<file path="config.mk">
export PLATFORM = sky130hd
export DESIGN_NAME = pwm_spindle_speed_to_vfd_frames_flat
export DESIGN_NICKNAME = d
export VERILOG_FILES = /design/src/svf_pkg.sv /design/src/svf_ifs.sv /design/src/svf_front.sv /design/src/svf_fifo.sv /design/src/svf_back.sv /design/src/pwm_spindle_speed_to_vfd_frames.sv /design/src/flat_wrapper.sv
export SDC_FILE = /design/constraint.sdc
export NUM_CORES = 2
export LEC_CHECK = 0
export BUFFER_PORTS_ARGS = -buffer_cell sky130_fd_sc_hd__buf_4
export CORE_MARGIN = 2
export CORE_UTILIZATION = 60
export CTS_CLUSTER_SIZE = 12
export DETAILED_ROUTE_END_ITERATION = 8
export PLACE_DENSITY = 0.73
export SLEW_MARGIN = 20
export SYNTH_ARGS = -nofsm -noshare
export SYNTH_HDL_FRONTEND = slang
export SYNTH_SLANG_ARGS = --single-unit
</file>
<file path="constraint.sdc">
create_clock -name clk -period 7 [get_ports clk]
set_input_delay 0.7 -clock clk [delete_from_list [all_inputs] [get_ports clk]]
set_output_delay 0.7 -clock clk [all_outputs]
set_load 0.05 [all_outputs]
</file>
<file path="src/svf_pkg.sv">
// ---------------------------------------------------------------------------
// svf_pkg: shared types and constants
// frame descriptors, configuration layout, drive command codes and crc16
// ---------------------------------------------------------------------------
package svf_pkg;

    // configuration register indexes
    localparam logic [2:0] CFG_RPM_PER_US   = 3'd0;
    localparam logic [2:0] CFG_RPM_MIN      = 3'd1;
    localparam logic [2:0] CFG_RPM_MAX      = 3'd2;
    localparam logic [2:0] CFG_MIN_STEP_RPM = 3'd3;
    localparam logic [2:0] CFG_HOLD_MS      = 3'd4;
    localparam logic [2:0] CFG_SAMPLE_MS    = 3'd5;
    localparam logic [2:0] CFG_DEVICE_ID    = 3'd6;
    localparam logic [2:0] CFG_START_RPM    = 3'd7;

    // configuration reset values
    localparam logic [9:0]  RST_RPM_PER_US   = 10'd126;
    localparam logic [15:0] RST_RPM_MIN      = 16'd8000;
    localparam logic [15:0] RST_RPM_MAX      = 16'd24000;
    localparam logic [15:0] RST_MIN_STEP_RPM = 16'd250;
    localparam logic [15:0] RST_HOLD_MS      = 16'd1000;
    localparam logic [15:0] RST_SAMPLE_MS    = 16'd100;
    localparam logic [7:0]  RST_DEVICE_ID    = 8'd1;
    localparam logic [15:0] RST_START_RPM    = 16'd6000;

    // drive commands and data
    localparam logic [7:0] CMD_SPEED   = 8'h05;
    localparam logic [7:0] CMD_CONTROL = 8'h03;
    localparam logic [7:0] CMD_STATUS  = 8'h04;
    localparam logic [7:0] CTL_STOP    = 8'h08;
    localparam logic [7:0] CTL_RUN     = 8'h01;
    localparam logic [7:0] STATUS_DATA = 8'h00;

    // smoothing filter, power-of-two divisor
    localparam int FILTER_DIVISOR = 16;
    localparam int FILTER_SHIFT   = $clog2(FILTER_DIVISOR);

    localparam logic [15:0] PULSE_TIMEOUT_US = 16'd252;

    // floor(x / 3) = (x * DIV3_RECIP) >> DIV3_SHIFT, exact for x below 2^19
    localparam logic [17:0] DIV3_RECIP = 18'd174763;
    localparam int          DIV3_SHIFT = 19;

    localparam logic [15:0] CRC_INIT = 16'hFFFF;
    localparam logic [15:0] CRC_POLY = 16'hA001;

    typedef struct packed {
        logic [9:0]  rpm_per_us;
        logic [15:0] rpm_min;
        logic [15:0] rpm_max;
        logic [15:0] min_step_rpm;
        logic [15:0] hold_ms;
        logic [15:0] sample_period_ms;
        logic [7:0]  device_id;
        logic [15:0] start_rpm;
    } cfg_regs_t;

    typedef struct packed {
        logic [7:0] cmd;
        logic       two_data;
        logic [7:0] d0;
        logic [7:0] d1;
        logic       last;
    } frame_desc_t;

    // modbus crc16, one byte, bit by bit
    function automatic logic [15:0] crc16_byte(input logic [15:0] crc, input logic [7:0] b);
        logic [15:0] c;
        c = crc ^ {8'd0, b};
        for (int k = 0; k < 8; k++)
        begin
            c = c[0] ? ((c >> 1) ^ CRC_POLY) : (c >> 1);
        end
        return c;
    endfunction

endpackage

</file>
<file path="src/svf_ifs.sv">
// ---------------------------------------------------------------------------
// svf channel interfaces
// sample input, frame byte output and configuration write channels
// ---------------------------------------------------------------------------
interface svf_sample_if;
    logic        valid;
    logic        ready;
    logic [31:0] now_ms;
    logic [7:0]  pulse_width;
    logic        pulse_level;
    logic        run_level;

    modport source (output valid, now_ms, pulse_width, pulse_level, run_level, input ready);
    modport sink   (input valid, now_ms, pulse_width, pulse_level, run_level, output ready);
endinterface

interface svf_frame_if;
    logic       valid;
    logic       ready;
    logic [7:0] frame_byte;
    logic       frame_end;
    logic       last;

    modport source (output valid, frame_byte, frame_end, last, input ready);
    modport sink   (input valid, frame_byte, frame_end, last, output ready);
endinterface

interface svf_cfg_if;
    logic        valid;
    logic        ready;
    logic [2:0]  index;
    logic [15:0] data;

    modport source (output valid, index, data, input ready);
    modport sink   (input valid, index, data, output ready);
endinterface

</file>
<file path="src/svf_front.sv">
// ---------------------------------------------------------------------------
// svf_front: sample sequencer
// takes one sample, updates speed state and queues frame descriptors
// ---------------------------------------------------------------------------
module svf_front
    import svf_pkg::*;
(
    input  logic          clk,
    input  logic          rst_n,
    input  cfg_regs_t     cfg,
    svf_sample_if.sink    samples,
    output logic          push,
    output frame_desc_t   push_desc,
    input  logic          q_full
);

    localparam logic [3:0] ST_IDLE   = 4'd0;
    localparam logic [3:0] ST_SAMPLE = 4'd1;
    localparam logic [3:0] ST_FILT   = 4'd2;
    localparam logic [3:0] ST_REQ    = 4'd3;
    localparam logic [3:0] ST_FREQ   = 4'd4;
    localparam logic [3:0] ST_SPEED  = 4'd5;
    localparam logic [3:0] ST_RUN    = 4'd6;
    localparam logic [3:0] ST_RUNCMD = 4'd7;
    localparam logic [3:0] ST_DONE   = 4'd8;

    logic [3:0]  state_reg, state_next;
    logic [31:0] last_sample_reg, last_sample_next;
    logic [31:0] last_update_reg, last_update_next;
    logic [17:0] smoothed_reg, smoothed_next;
    logic [15:0] sent_reg, sent_next;
    logic        running_reg, running_next;
    logic        run_seen_reg, run_seen_next;
    logic        pend_valid_reg, pend_valid_next;
    logic        ret_start_reg, ret_start_next;

    logic [31:0] now_reg, now_next;
    logic [7:0]  pw_reg, pw_next;
    logic        plev_reg, plev_next;
    logic        rlev_reg, rlev_next;
    logic [17:0] raw_reg, raw_next;
    logic [15:0] req_reg, req_next;
    logic [18:0] prod5_reg, prod5_next;
    logic [17:0] quot_reg, quot_next;
    frame_desc_t pend_reg, pend_next;

    logic [31:0]        elapsed_sample;
    logic [31:0]        elapsed_update;
    logic               do_sample;
    logic               pw_zero;
    logic [17:0]        gain_prod;
    logic [18:0]        raw_sum;
    logic [17:0]        raw_sat;
    logic signed [18:0] filt_diff;
    logic signed [18:0] filt_delta;
    logic signed [18:0] filt_sum;
    logic [17:0]        smooth_new;
    logic               held;
    logic [16:0]        step_diff;
    logic [16:0]        step_abs;
    logic               step_small;
    logic [36:0]        quot_full;
    logic [15:0]        freq;
    logic [3:0]         ret_state;
    logic               emit_req;
    logic               emit_room;
    logic               emit_go;
    frame_desc_t        new_desc;

    assign samples.ready = (state_reg == ST_IDLE);

    // datapath
    always_comb
    begin
        elapsed_sample = now_reg - last_sample_reg;
        elapsed_update = now_reg - last_update_reg;
        do_sample      = elapsed_sample > {16'd0, cfg.sample_period_ms};
        pw_zero        = (pw_reg == 8'd0) || ({8'd0, pw_reg} > PULSE_TIMEOUT_US);
        gain_prod      = {8'd0, cfg.rpm_per_us} * {10'd0, pw_reg};
        raw_sum        = {3'd0, cfg.rpm_min} + {1'b0, gain_prod};
        raw_sat        = raw_sum[18] ? 18'h3FFFF : raw_sum[17:0];
        filt_diff      = signed'({1'b0, raw_reg}) - signed'({1'b0, smoothed_reg});
        // truncate toward zero
        if (filt_diff < 0)
            filt_delta = (filt_diff + 19'(FILTER_DIVISOR - 1)) >>> FILTER_SHIFT;
        else
            filt_delta = filt_diff >>> FILTER_SHIFT;
        filt_sum       = signed'({1'b0, smoothed_reg}) + filt_delta;
        smooth_new     = filt_sum[17:0];
        held           = elapsed_update < {16'd0, cfg.hold_ms};
        step_diff      = {1'b0, sent_reg} - {1'b0, req_reg};
        step_abs       = step_diff[16] ? (17'd0 - step_diff) : step_diff;
        step_small     = step_abs < {1'b0, cfg.min_step_rpm};
        quot_full      = {18'd0, prod5_reg} * {19'd0, DIV3_RECIP};
        freq           = (quot_reg[17:16] != 2'd0) ? 16'hFFFF : quot_reg[15:0];
        ret_state      = ret_start_reg ? ST_RUNCMD : ST_RUN;
    end

    always_comb
    begin
        state_next       = state_reg;
        last_sample_next = last_sample_reg;
        last_update_next = last_update_reg;
        smoothed_next    = smoothed_reg;
        sent_next        = sent_reg;
        running_next     = running_reg;
        run_seen_next    = run_seen_reg;
        pend_valid_next  = pend_valid_reg;
        ret_start_next   = ret_start_reg;
        now_next         = now_reg;
        pw_next          = pw_reg;
        plev_next        = plev_reg;
        rlev_next        = rlev_reg;
        raw_next         = raw_reg;
        req_next         = req_reg;
        prod5_next       = prod5_reg;
        quot_next        = quot_reg;
        pend_next        = pend_reg;
        emit_req         = 1'b0;
        new_desc         = '0;
        push             = 1'b0;
        push_desc        = pend_reg;
        // a new frame fits when nothing is held back or the held one can move on
        emit_room        = !pend_valid_reg || !q_full;

        unique case (state_reg)
            ST_IDLE:
            begin
                if (samples.valid)
                begin
                    now_next   = samples.now_ms;
                    pw_next    = samples.pulse_width;
                    plev_next  = samples.pulse_level;
                    rlev_next  = samples.run_level;
                    state_next = ST_SAMPLE;
                end
            end
            ST_SAMPLE:
            begin
                ret_start_next = 1'b0;
                if (do_sample)
                begin
                    last_sample_next = now_reg;
                    if (pw_zero)
                    begin
                        req_next   = plev_reg ? cfg.rpm_max : cfg.rpm_min;
                        state_next = ST_REQ;
                    end
                    else
                    begin
                        raw_next   = raw_sat;
                        state_next = ST_FILT;
                    end
                end
                else
                begin
                    state_next = ST_RUN;
                end
            end
            ST_FILT:
            begin
                smoothed_next = smooth_new;
                req_next      = (smooth_new[17:16] != 2'd0) ? 16'hFFFF : smooth_new[15:0];
                state_next    = ST_REQ;
            end
            ST_REQ:
            begin
                state_next = ret_state;
                if (!held)
                begin
                    last_update_next = now_reg;
                    if (running_reg && !step_small)
                    begin
                        sent_next  = req_reg;
                        prod5_next = {1'b0, req_reg, 2'b00} + {3'd0, req_reg};
                        state_next = ST_FREQ;
                    end
                end
            end
            ST_FREQ:
            begin
                quot_next  = quot_full[DIV3_SHIFT +: 18];
                state_next = ST_SPEED;
            end
            ST_SPEED:
            begin
                emit_req          = 1'b1;
                new_desc.cmd      = CMD_SPEED;
                new_desc.two_data = 1'b1;
                new_desc.d0       = freq[15:8];
                new_desc.d1       = freq[7:0];
                if (emit_room)
                    state_next = ret_state;
            end
            ST_RUN:
            begin
                if (rlev_reg != run_seen_reg)
                begin
                    emit_req     = 1'b1;
                    new_desc.cmd = rlev_reg ? CMD_CONTROL : CMD_STATUS;
                    new_desc.d0  = rlev_reg ? CTL_STOP : STATUS_DATA;
                    if (emit_room)
                    begin
                        run_seen_next = rlev_reg;
                        if (rlev_reg)
                        begin
                            running_next = 1'b0;
                            state_next   = ST_DONE;
                        end
                        else
                        begin
                            // start sequence: forced speed request, then run command
                            running_next     = 1'b1;
                            last_update_next = 32'd0;
                            req_next         = cfg.start_rpm;
                            ret_start_next   = 1'b1;
                            state_next       = ST_REQ;
                        end
                    end
                end
                else
                begin
                    state_next = ST_DONE;
                end
            end
            ST_RUNCMD:
            begin
                emit_req     = 1'b1;
                new_desc.cmd = CMD_CONTROL;
                new_desc.d0  = CTL_RUN;
                if (emit_room)
                    state_next = ST_DONE;
            end
            ST_DONE:
            begin
                // flush held-back frame, marked as the sample's last
                if (!pend_valid_reg)
                begin
                    state_next = ST_IDLE;
                end
                else if (!q_full)
                begin
                    push            = 1'b1;
                    push_desc.last  = 1'b1;
                    pend_valid_next = 1'b0;
                    state_next      = ST_IDLE;
                end
            end
            default:
            begin
                state_next = ST_IDLE;
            end
        endcase

        // one frame is held back so the final one can carry the last mark
        emit_go = emit_req && emit_room;
        if (emit_go)
        begin
            push            = pend_valid_reg;
            pend_next       = new_desc;
            pend_valid_next = 1'b1;
        end
    end

    always_ff @(posedge clk or negedge rst_n)
    begin
        if (!rst_n)
        begin
            state_reg       <= ST_IDLE;
            last_sample_reg <= 32'd0;
            last_update_reg <= 32'd0;
            smoothed_reg    <= 18'd0;
            sent_reg        <= 16'd0;
            running_reg     <= 1'b0;
            run_seen_reg    <= 1'b0;
            pend_valid_reg  <= 1'b0;
            ret_start_reg   <= 1'b0;
        end
        else
        begin
            state_reg       <= state_next;
            last_sample_reg <= last_sample_next;
            last_update_reg <= last_update_next;
            smoothed_reg    <= smoothed_next;
            sent_reg        <= sent_next;
            running_reg     <= running_next;
            run_seen_reg    <= run_seen_next;
            pend_valid_reg  <= pend_valid_next;
            ret_start_reg   <= ret_start_next;
        end
    end

    always_ff @(posedge clk)
    begin
        now_reg   <= now_next;
        pw_reg    <= pw_next;
        plev_reg  <= plev_next;
        rlev_reg  <= rlev_next;
        raw_reg   <= raw_next;
        req_reg   <= req_next;
        prod5_reg <= prod5_next;
        quot_reg  <= quot_next;
        pend_reg  <= pend_next;
    end

endmodule

</file>
<file path="src/svf_fifo.sv">
// ---------------------------------------------------------------------------
// svf_fifo: frame descriptor queue
// short register queue between sequencer and serialiser
// ---------------------------------------------------------------------------
module svf_fifo
    import svf_pkg::*;
#(
    parameter int DEPTH = 4
)
(
    input  logic        clk,
    input  logic        rst_n,
    input  logic        push,
    input  frame_desc_t push_data,
    output logic        full,
    input  logic        pop,
    output frame_desc_t pop_data,
    output logic        empty
);

    localparam int PTR_W = (DEPTH > 1) ? $clog2(DEPTH) : 1;
    localparam int CNT_W = $clog2(DEPTH + 1);

    frame_desc_t        store_reg [DEPTH];
    logic [PTR_W-1:0]   wr_ptr_reg, wr_ptr_next;
    logic [PTR_W-1:0]   rd_ptr_reg, rd_ptr_next;
    logic [CNT_W-1:0]   count_reg, count_next;

    assign full     = (count_reg == CNT_W'(DEPTH));
    assign empty    = (count_reg == '0);
    assign pop_data = store_reg[rd_ptr_reg];

    always_comb
    begin
        wr_ptr_next = wr_ptr_reg;
        rd_ptr_next = rd_ptr_reg;
        count_next  = count_reg;
        if (push)
            wr_ptr_next = (wr_ptr_reg == PTR_W'(DEPTH - 1)) ? '0 : wr_ptr_reg + 1'b1;
        if (pop)
            rd_ptr_next = (rd_ptr_reg == PTR_W'(DEPTH - 1)) ? '0 : rd_ptr_reg + 1'b1;
        if (push && !pop)
            count_next = count_reg + 1'b1;
        else if (pop && !push)
            count_next = count_reg - 1'b1;
    end

    always_ff @(posedge clk or negedge rst_n)
    begin
        if (!rst_n)
        begin
            wr_ptr_reg <= '0;
            rd_ptr_reg <= '0;
            count_reg  <= '0;
        end
        else
        begin
            wr_ptr_reg <= wr_ptr_next;
            rd_ptr_reg <= rd_ptr_next;
            count_reg  <= count_next;
        end
    end

    always_ff @(posedge clk)
    begin
        if (push)
            store_reg[wr_ptr_reg] <= push_data;
    end

endmodule

</file>
<file path="src/svf_back.sv">
// ---------------------------------------------------------------------------
// svf_back: frame serialiser
// expands a descriptor into frame bytes with a trailing modbus crc16
// ---------------------------------------------------------------------------
module svf_back
    import svf_pkg::*;
(
    input  logic         clk,
    input  logic         rst_n,
    input  logic [7:0]   device_id,
    input  frame_desc_t  desc,
    input  logic         q_empty,
    output logic         pop,
    svf_frame_if.source  frames
);

    localparam logic [2:0] IDX_ID     = 3'd0;
    localparam logic [2:0] IDX_CMD    = 3'd1;
    localparam logic [2:0] IDX_LEN    = 3'd2;
    localparam logic [2:0] IDX_D0     = 3'd3;
    localparam logic [2:0] IDX_D1     = 3'd4;
    localparam logic [2:0] IDX_CRC_LO = 3'd5;
    localparam logic [2:0] IDX_CRC_HI = 3'd6;

    logic        busy_reg, busy_next;
    logic [2:0]  idx_reg, idx_next;
    logic        out_valid_reg, out_valid_next;
    frame_desc_t desc_reg, desc_next;
    logic [15:0] crc_reg, crc_next;
    logic [7:0]  byte_reg, byte_next;
    logic        end_reg, end_next;
    logic        last_reg, last_next;

    logic        adv;
    logic [7:0]  cur_byte;

    assign frames.valid      = out_valid_reg;
    assign frames.frame_byte = byte_reg;
    assign frames.frame_end  = end_reg;
    assign frames.last       = last_reg;

    always_comb
    begin
        unique case (idx_reg)
            IDX_ID:     cur_byte = device_id;
            IDX_CMD:    cur_byte = desc_reg.cmd;
            IDX_LEN:    cur_byte = desc_reg.two_data ? 8'd2 : 8'd1;
            IDX_D0:     cur_byte = desc_reg.d0;
            IDX_D1:     cur_byte = desc_reg.d1;
            IDX_CRC_LO: cur_byte = crc_reg[7:0];
            IDX_CRC_HI: cur_byte = crc_reg[15:8];
            default:    cur_byte = 8'd0;
        endcase
    end

    always_comb
    begin
        busy_next      = busy_reg;
        idx_next       = idx_reg;
        desc_next      = desc_reg;
        crc_next       = crc_reg;
        byte_next      = byte_reg;
        end_next       = end_reg;
        last_next      = last_reg;
        out_valid_next = out_valid_reg;
        pop            = 1'b0;
        adv            = busy_reg && (!out_valid_reg || frames.ready);

        if (out_valid_reg && frames.ready)
            out_valid_next = 1'b0;

        if (!busy_reg)
        begin
            if (!q_empty)
            begin
                pop       = 1'b1;
                desc_next = desc;
                idx_next  = IDX_ID;
                crc_next  = CRC_INIT;
                busy_next = 1'b1;
            end
        end
        else if (adv)
        begin
            out_valid_next = 1'b1;
            byte_next      = cur_byte;
            end_next       = (idx_reg == IDX_CRC_HI);
            last_next      = (idx_reg == IDX_CRC_HI) && desc_reg.last;
            // crc covers header and data only
            if (idx_reg < IDX_CRC_LO)
                crc_next = crc16_byte(crc_reg, cur_byte);
            if (idx_reg == IDX_D0 && !desc_reg.two_data)
                idx_next = IDX_CRC_LO;
            else
                idx_next = idx_reg + 3'd1;
            if (idx_reg == IDX_CRC_HI)
                busy_next = 1'b0;
        end
    end

    always_ff @(posedge clk or negedge rst_n)
    begin
        if (!rst_n)
        begin
            busy_reg      <= 1'b0;
            idx_reg       <= IDX_ID;
            out_valid_reg <= 1'b0;
        end
        else
        begin
            busy_reg      <= busy_next;
            idx_reg       <= idx_next;
            out_valid_reg <= out_valid_next;
        end
    end

    always_ff @(posedge clk)
    begin
        desc_reg <= desc_next;
        crc_reg  <= crc_next;
        byte_reg <= byte_next;
        end_reg  <= end_next;
        last_reg <= last_next;
    end

endmodule

</file>
<file path="src/pwm_spindle_speed_to_vfd_frames.sv">
// ---------------------------------------------------------------------------
// pwm_spindle_speed_to_vfd_frames: spindle pwm to drive frame converter
// turns pulse width samples and the run pin into modbus style drive frames
// ---------------------------------------------------------------------------
//
// channel   role     payload                                         transaction
// samples   sink     now_ms[31:0] pulse_width[7:0] pulse_level        valid & ready
//                    run_level
// frames    source   frame_byte[7:0] frame_end last                   valid & ready
// cfg       sink     index[2:0] data[15:0]                            valid & ready
//
// a sample holds the sequencer until its frames are queued, plus any wait on a
// full queue, and no new sample is taken before then; each frame leaves the
// serialiser one byte a cycle while the receiver keeps ready high
// reset (rst_n, async, active low) restores the register defaults and clears
// speed state, queue and output stage; no clearing pass
// output stalls back up through the queue and then hold the sequencer

module pwm_spindle_speed_to_vfd_frames
    import svf_pkg::*;
#(
    parameter int QUEUE_DEPTH = 4
)
(
    input  logic        clk,
    input  logic        rst_n,
    svf_sample_if.sink  samples,
    svf_frame_if.source frames,
    svf_cfg_if.sink     cfg
);

    cfg_regs_t   cfg_reg, cfg_next;

    logic        fifo_push;
    logic        fifo_full;
    logic        fifo_pop;
    logic        fifo_empty;
    frame_desc_t fifo_in;
    frame_desc_t fifo_out;

    // configuration port never stalls
    assign cfg.ready = 1'b1;

    always_comb
    begin
        cfg_next = cfg_reg;
        if (cfg.valid)
        begin
            unique case (cfg.index)
                CFG_RPM_PER_US:   cfg_next.rpm_per_us       = cfg.data[9:0];
                CFG_RPM_MIN:      cfg_next.rpm_min          = cfg.data;
                CFG_RPM_MAX:      cfg_next.rpm_max          = cfg.data;
                CFG_MIN_STEP_RPM: cfg_next.min_step_rpm     = cfg.data;
                CFG_HOLD_MS:      cfg_next.hold_ms          = cfg.data;
                CFG_SAMPLE_MS:    cfg_next.sample_period_ms = cfg.data;
                CFG_DEVICE_ID:    cfg_next.device_id        = cfg.data[7:0];
                CFG_START_RPM:    cfg_next.start_rpm        = cfg.data;
                default:          cfg_next = cfg_reg;
            endcase
        end
    end

    always_ff @(posedge clk or negedge rst_n)
    begin
        if (!rst_n)
        begin
            cfg_reg.rpm_per_us       <= RST_RPM_PER_US;
            cfg_reg.rpm_min          <= RST_RPM_MIN;
            cfg_reg.rpm_max          <= RST_RPM_MAX;
            cfg_reg.min_step_rpm     <= RST_MIN_STEP_RPM;
            cfg_reg.hold_ms          <= RST_HOLD_MS;
            cfg_reg.sample_period_ms <= RST_SAMPLE_MS;
            cfg_reg.device_id        <= RST_DEVICE_ID;
            cfg_reg.start_rpm        <= RST_START_RPM;
        end
        else
        begin
            cfg_reg <= cfg_next;
        end
    end

    // front: sampling, smoothing, speed decisions, run pin handling
    svf_front u_front (
        .clk       (clk),
        .rst_n     (rst_n),
        .cfg       (cfg_reg),
        .samples   (samples),
        .push      (fifo_push),
        .push_desc (fifo_in),
        .q_full    (fifo_full)
    );

    // descriptor queue decouples decision making from byte output
    svf_fifo #(
        .DEPTH (QUEUE_DEPTH)
    ) u_fifo (
        .clk       (clk),
        .rst_n     (rst_n),
        .push      (fifo_push),
        .push_data (fifo_in),
        .full      (fifo_full),
        .pop       (fifo_pop),
        .pop_data  (fifo_out),
        .empty     (fifo_empty)
    );

    // back: byte serialiser with crc
    svf_back u_back (
        .clk       (clk),
        .rst_n     (rst_n),
        .device_id (cfg_reg.device_id),
        .desc      (fifo_out),
        .q_empty   (fifo_empty),
        .pop       (fifo_pop),
        .frames    (frames)
    );

    // queue never overrun by the sequencer
    a_no_overflow: assert property (@(posedge clk) disable iff (!rst_n)
        !(fifo_push && fifo_full))
        else $error("descriptor pushed into full queue");

    // serialiser never reads an empty queue
    a_no_underflow: assert property (@(posedge clk) disable iff (!rst_n)
        !(fifo_pop && fifo_empty))
        else $error("descriptor popped from empty queue");

    // a sample's last result is always the closing crc byte of a frame
    a_last_on_end: assert property (@(posedge clk) disable iff (!rst_n)
        (frames.valid && frames.last) |-> frames.frame_end)
        else $error("last marked on a byte that does not close a frame");

    // no new sample is taken while the sequencer still holds back a frame
    a_idle_clean: assert property (@(posedge clk) disable iff (!rst_n)
        (samples.valid && samples.ready) |-> !u_front.pend_valid_reg)
        else $error("sample accepted with a frame still held back");

endmodule

</file>
<file path="src/flat_wrapper.sv">
// flat-port wrapper written by rule: the top's interface ports become plain ports
module pwm_spindle_speed_to_vfd_frames_flat import svf_pkg::*;
#(
    parameter int QUEUE_DEPTH = 4
)
  (clk, rst_n, samples_valid, samples_now_ms, samples_pulse_width, samples_pulse_level, samples_run_level, samples_ready, frames_valid, frames_frame_byte, frames_frame_end, frames_last, frames_ready, cfg_valid, cfg_index, cfg_data, cfg_ready);
  svf_sample_if samples_i ();
  svf_frame_if frames_i ();
  svf_cfg_if cfg_i ();
  input  logic clk;
  input  logic rst_n;
  input wire logic [$bits(samples_i.valid)-1:0] samples_valid;
  input wire logic [$bits(samples_i.now_ms)-1:0] samples_now_ms;
  input wire logic [$bits(samples_i.pulse_width)-1:0] samples_pulse_width;
  input wire logic [$bits(samples_i.pulse_level)-1:0] samples_pulse_level;
  input wire logic [$bits(samples_i.run_level)-1:0] samples_run_level;
  output wire logic [$bits(samples_i.ready)-1:0] samples_ready;
  output wire logic [$bits(frames_i.valid)-1:0] frames_valid;
  output wire logic [$bits(frames_i.frame_byte)-1:0] frames_frame_byte;
  output wire logic [$bits(frames_i.frame_end)-1:0] frames_frame_end;
  output wire logic [$bits(frames_i.last)-1:0] frames_last;
  input wire logic [$bits(frames_i.ready)-1:0] frames_ready;
  input wire logic [$bits(cfg_i.valid)-1:0] cfg_valid;
  input wire logic [$bits(cfg_i.index)-1:0] cfg_index;
  input wire logic [$bits(cfg_i.data)-1:0] cfg_data;
  output wire logic [$bits(cfg_i.ready)-1:0] cfg_ready;
  assign samples_i.valid = samples_valid;
  assign samples_i.now_ms = samples_now_ms;
  assign samples_i.pulse_width = samples_pulse_width;
  assign samples_i.pulse_level = samples_pulse_level;
  assign samples_i.run_level = samples_run_level;
  assign samples_ready = samples_i.ready;
  assign frames_valid = frames_i.valid;
  assign frames_frame_byte = frames_i.frame_byte;
  assign frames_frame_end = frames_i.frame_end;
  assign frames_last = frames_i.last;
  assign frames_i.ready = frames_ready;
  assign cfg_i.valid = cfg_valid;
  assign cfg_i.index = cfg_index;
  assign cfg_i.data = cfg_data;
  assign cfg_ready = cfg_i.ready;
  pwm_spindle_speed_to_vfd_frames #(.QUEUE_DEPTH(QUEUE_DEPTH)) u_core (.clk(clk), .rst_n(rst_n), .samples(samples_i), .frames(frames_i), .cfg(cfg_i));
endmodule
</file>
==> summary.txt <==
Max reg flops: 114
Post-synth top area cell: edfxtp_1
Placer Congestion: 0.926
Max Cap Viol: 0
Synth cell types: 93
Post-CTS setup buffers: 0
Yosys reg bits: 496
Final setup viols: 0
Share of the synthesized area in the top cell type: 21.7%
Startpoint Class: flip-flop
Syn Inst Count: 3442
Syn avg cell area: 10.6 sq um
Layout cells sized above 1: 11.6%
Share of synthesized registers carrying an async set or reset: 46.8%
Crit-path cells: ha_1 > inv_1 > fa_1 > fa_1 > inv_1 > fa_1 > fa_1 > fa_1 > ha_1 > o2111a_1 > and3_1 > a221o_1 > a211oi_2 > o22ai_1 > or4_1 > a31o_2 > a21oi_1 > xnor2_1
Area growth, synth to finish: 8.53%
Crit path required time: 7350 ps
Synthesized-area fraction occupied by and/or/nand/nor cells: 10.3%
Setup CP Type: reg -> reg
CP bufs+invs: 2
DP HPWL: 64600 um
Die Span Y: 251 um
Residual DRC: 0
Chip Width: 251 um
Sequential element share of the synthesized area: 37.8%
Worst setup path endpoint: u_core.u_front.quot_reg[17]
FP Rows: 90
Pin count of the biggest net entering global routing: 106
Clock Tree Buf Depth: 3
N_diodes: 0
Pre-antenna DRT Iters: 6
# IOs: 79
XOR/XNOR share of the synthesized area: 3.96%
Worst Max-Slew Pin Slew: 1060 ps
R2R Setup Slk: 410 ps
Number of gates resized after CTS: 0
Port bufs: 77
Vias/cell: 5.92
Clk sinks: 496
Antenna violations before repair: 2
Warnings, synthesis: 0
DR vias: 25600
H-tree Lvls: 2
Post-route ant nets: 0
Post-synthesis mux area share: 4.93%
Drt total wl: 85400 um
CP Launch Point: u_core.u_front.prod5_reg[3]
Largest family of logic cells by synthesized area: adder cells
Die footprint: 0.0628 sq mm
Final Max Tran Viols: 0
GRT Total Usage: 27.7%
Crit path largest cell delay: 550 ps
Core outline area: 0.0602 sq mm
Hold Buf Count CTS: 0
Final period util: 94.2%
Initial Util: 60.6%
Worst-path clk slew: 60 ps
First-pass GRT wire length: 139000 um
Final Skew: 28.5 ps
Via count of the first global-routing pass: 26200
Synth Area in Adders: 23.6%
TritonCTS clock tree: built
Synthesized area: 0.0365 sq mm
Total gr overflow: 0
Worst-Skew Late Latency: 620 ps
Detailed Route Iter0 Violations: 1711
Status: finished, final reports clean
Reg2reg start: u_core.u_front.prod5_reg[3]
Worst Reg-to-Reg Cells: 18
Worst setup EP type: flip-flop
Syn Nets: 4083
Unrepaired setup endpoints after global routing: false
CTS Buf Count: 54
Nets: 4131
Instance count on the critical path: 18
Hold Fails Final Rpt: 0
Relative slew slack: 29.2%
Wire per inst: 19.8 um
Crit-path leading delay family: adder cells
Period minus WS final: 6590 ps
Setup TNS: 0 ps
Worst R2R End: u_core.u_front.quot_reg[17]
Ys flop type: edfxtp_1
Top cells by area, synth: edfxtp_1 (22%), ha_1 (13%), dfrtp_1 (13%), fa_1 (10%), inv_1 (5.1%)
WP data arrival: 6950 ps
Most used cell, CP: fa_1
CP Max Fanout: 5
Compound-gate portion of the synthesized area: 13.1%
Slowest-stage cell, CP: fa_1
Hold WC Path Type: in -> async
Number of flops mapped to enable cells by yosys: 264
Clock Tree Root: clkbuf_16
Fmax: 152 MHz
[metrics by stage]
stage	hold slack (ps)	std cells	cell area [sq um]	setup slack [ps]	util, %
3_3_place_gp	472	4216	37800	415	62.8
3_5_place_dp	481	4216	37900	239	62.8
4_1_cts	194	4318	39600	215	65.7
6_report	185	4318	39600	406	65.7
2_1_floorplan	404	3442	36500	681	-
5_1_grt	227	4318	39600	40.0	65.7
[layer usage]
metal	global-route usage, %	vias to the layer above	wire length (um)
met4	6.93	0	2040
met2	47.2	644	41700
li1	-	12100	-
met5	0	-	0
met1	38.3	12700	37700
met3	2.87	121	3880
[cells in the mapped netlist, types with 56 or more instances]
| library cell | instances |
|---|---|
| fa_1 | 190 |
| clkbuf_1 | 95 |
| o21ai_0 | 181 |
| edfxtp_1 | 264 |
| and3_1 | 56 |
| o21a_1 | 58 |
| xnor2_1 | 106 |
| inv_1 | 494 |
| xor2_1 | 59 |
| ha_1 | 385 |
| and2_1 | 59 |
| dfrtp_1 | 190 |
| nand2_1 | 239 |
| a21o_1 | 57 |
| nor2_1 | 135 |
| mux2_2 | 99 |
| a21oi_1 | 136 |
[worst reg2reg max path: stages (launching register included)]
cell      delay, ps
edfxtp_1        470
ha_1            460
inv_1           100
fa_1            510
fa_1            550
inv_1            60
fa_1            500
fa_1            520
fa_1            520
ha_1            350
o2111a_1        280
and3_1          170
a221o_1         460
a211oi_2        270
o22ai_1         180
or4_1           460
a31o_2          270
a21oi_1         170
xnor2_1          70
[cell usage in the layout (no fill, tap or decap), types with 39 or more instances in the layout]
master,netlist,layout
dfstp_2,42,42
a21oi_1,136,136
and3_1,56,56
o21ai_0,181,181
ha_1,385,385
edfxtp_1,264,264
fa_1,190,190
mux2_2,99,99
a21o_1,57,57
a22oi_1,40,40
nor3_1,43,40
o21a_1,58,58
clkbuf_16,0,56
dfrtp_1,190,190
xnor2_1,106,106
nand2_1,239,239
buf_4,1,102
nand3_1,39,39
xor2_1,59,59
nor2_1,135,134
inv_1,494,494
and2_1,59,54
[cells by family after synthesis]
logic type	after synthesis
AND/OR/NAND/NOR	751
buffers and inverters	607
AO/OA/AOI/OAI	710
XOR/XNOR	165
adder cells (fa/ha/maj)	575
other	1
multiplexers	137
flip-flops	496
[cell type report]
class                   instances  area [sq um]
well taps                     782           978
multi-input cells            2339         20500
clock inverters                17           174
fillers                      4691         20600
inverters                     496          1860
repair buffers                103           781
clock buffers                  85          1570
flip-flops and latches        496         13800
[how the worst min path moves through the flow]
stage	slack, ps	from	endpoint	depth (start not counted)
after floorplan	400	rst_n	u_core.cfg_reg[0]	0
after global placement	470	u_core.u_front.push_desc[5]	u_core.u_fifo.store_reg[3][5]	0
after detailed placement	480	u_core.u_front.last_update_reg[13]	u_core.u_front.last_update_reg[13]	1
after CTS	190	rst_n	u_core.cfg_reg[28]	1
after global routing	230	rst_n	u_core.cfg_reg[27]	1
final	180	rst_n	u_core.cfg_reg[27]	1
Power is not shown: default switching activity piles up to over one toggle a cycle in this logic, so the estimate is an artifact.
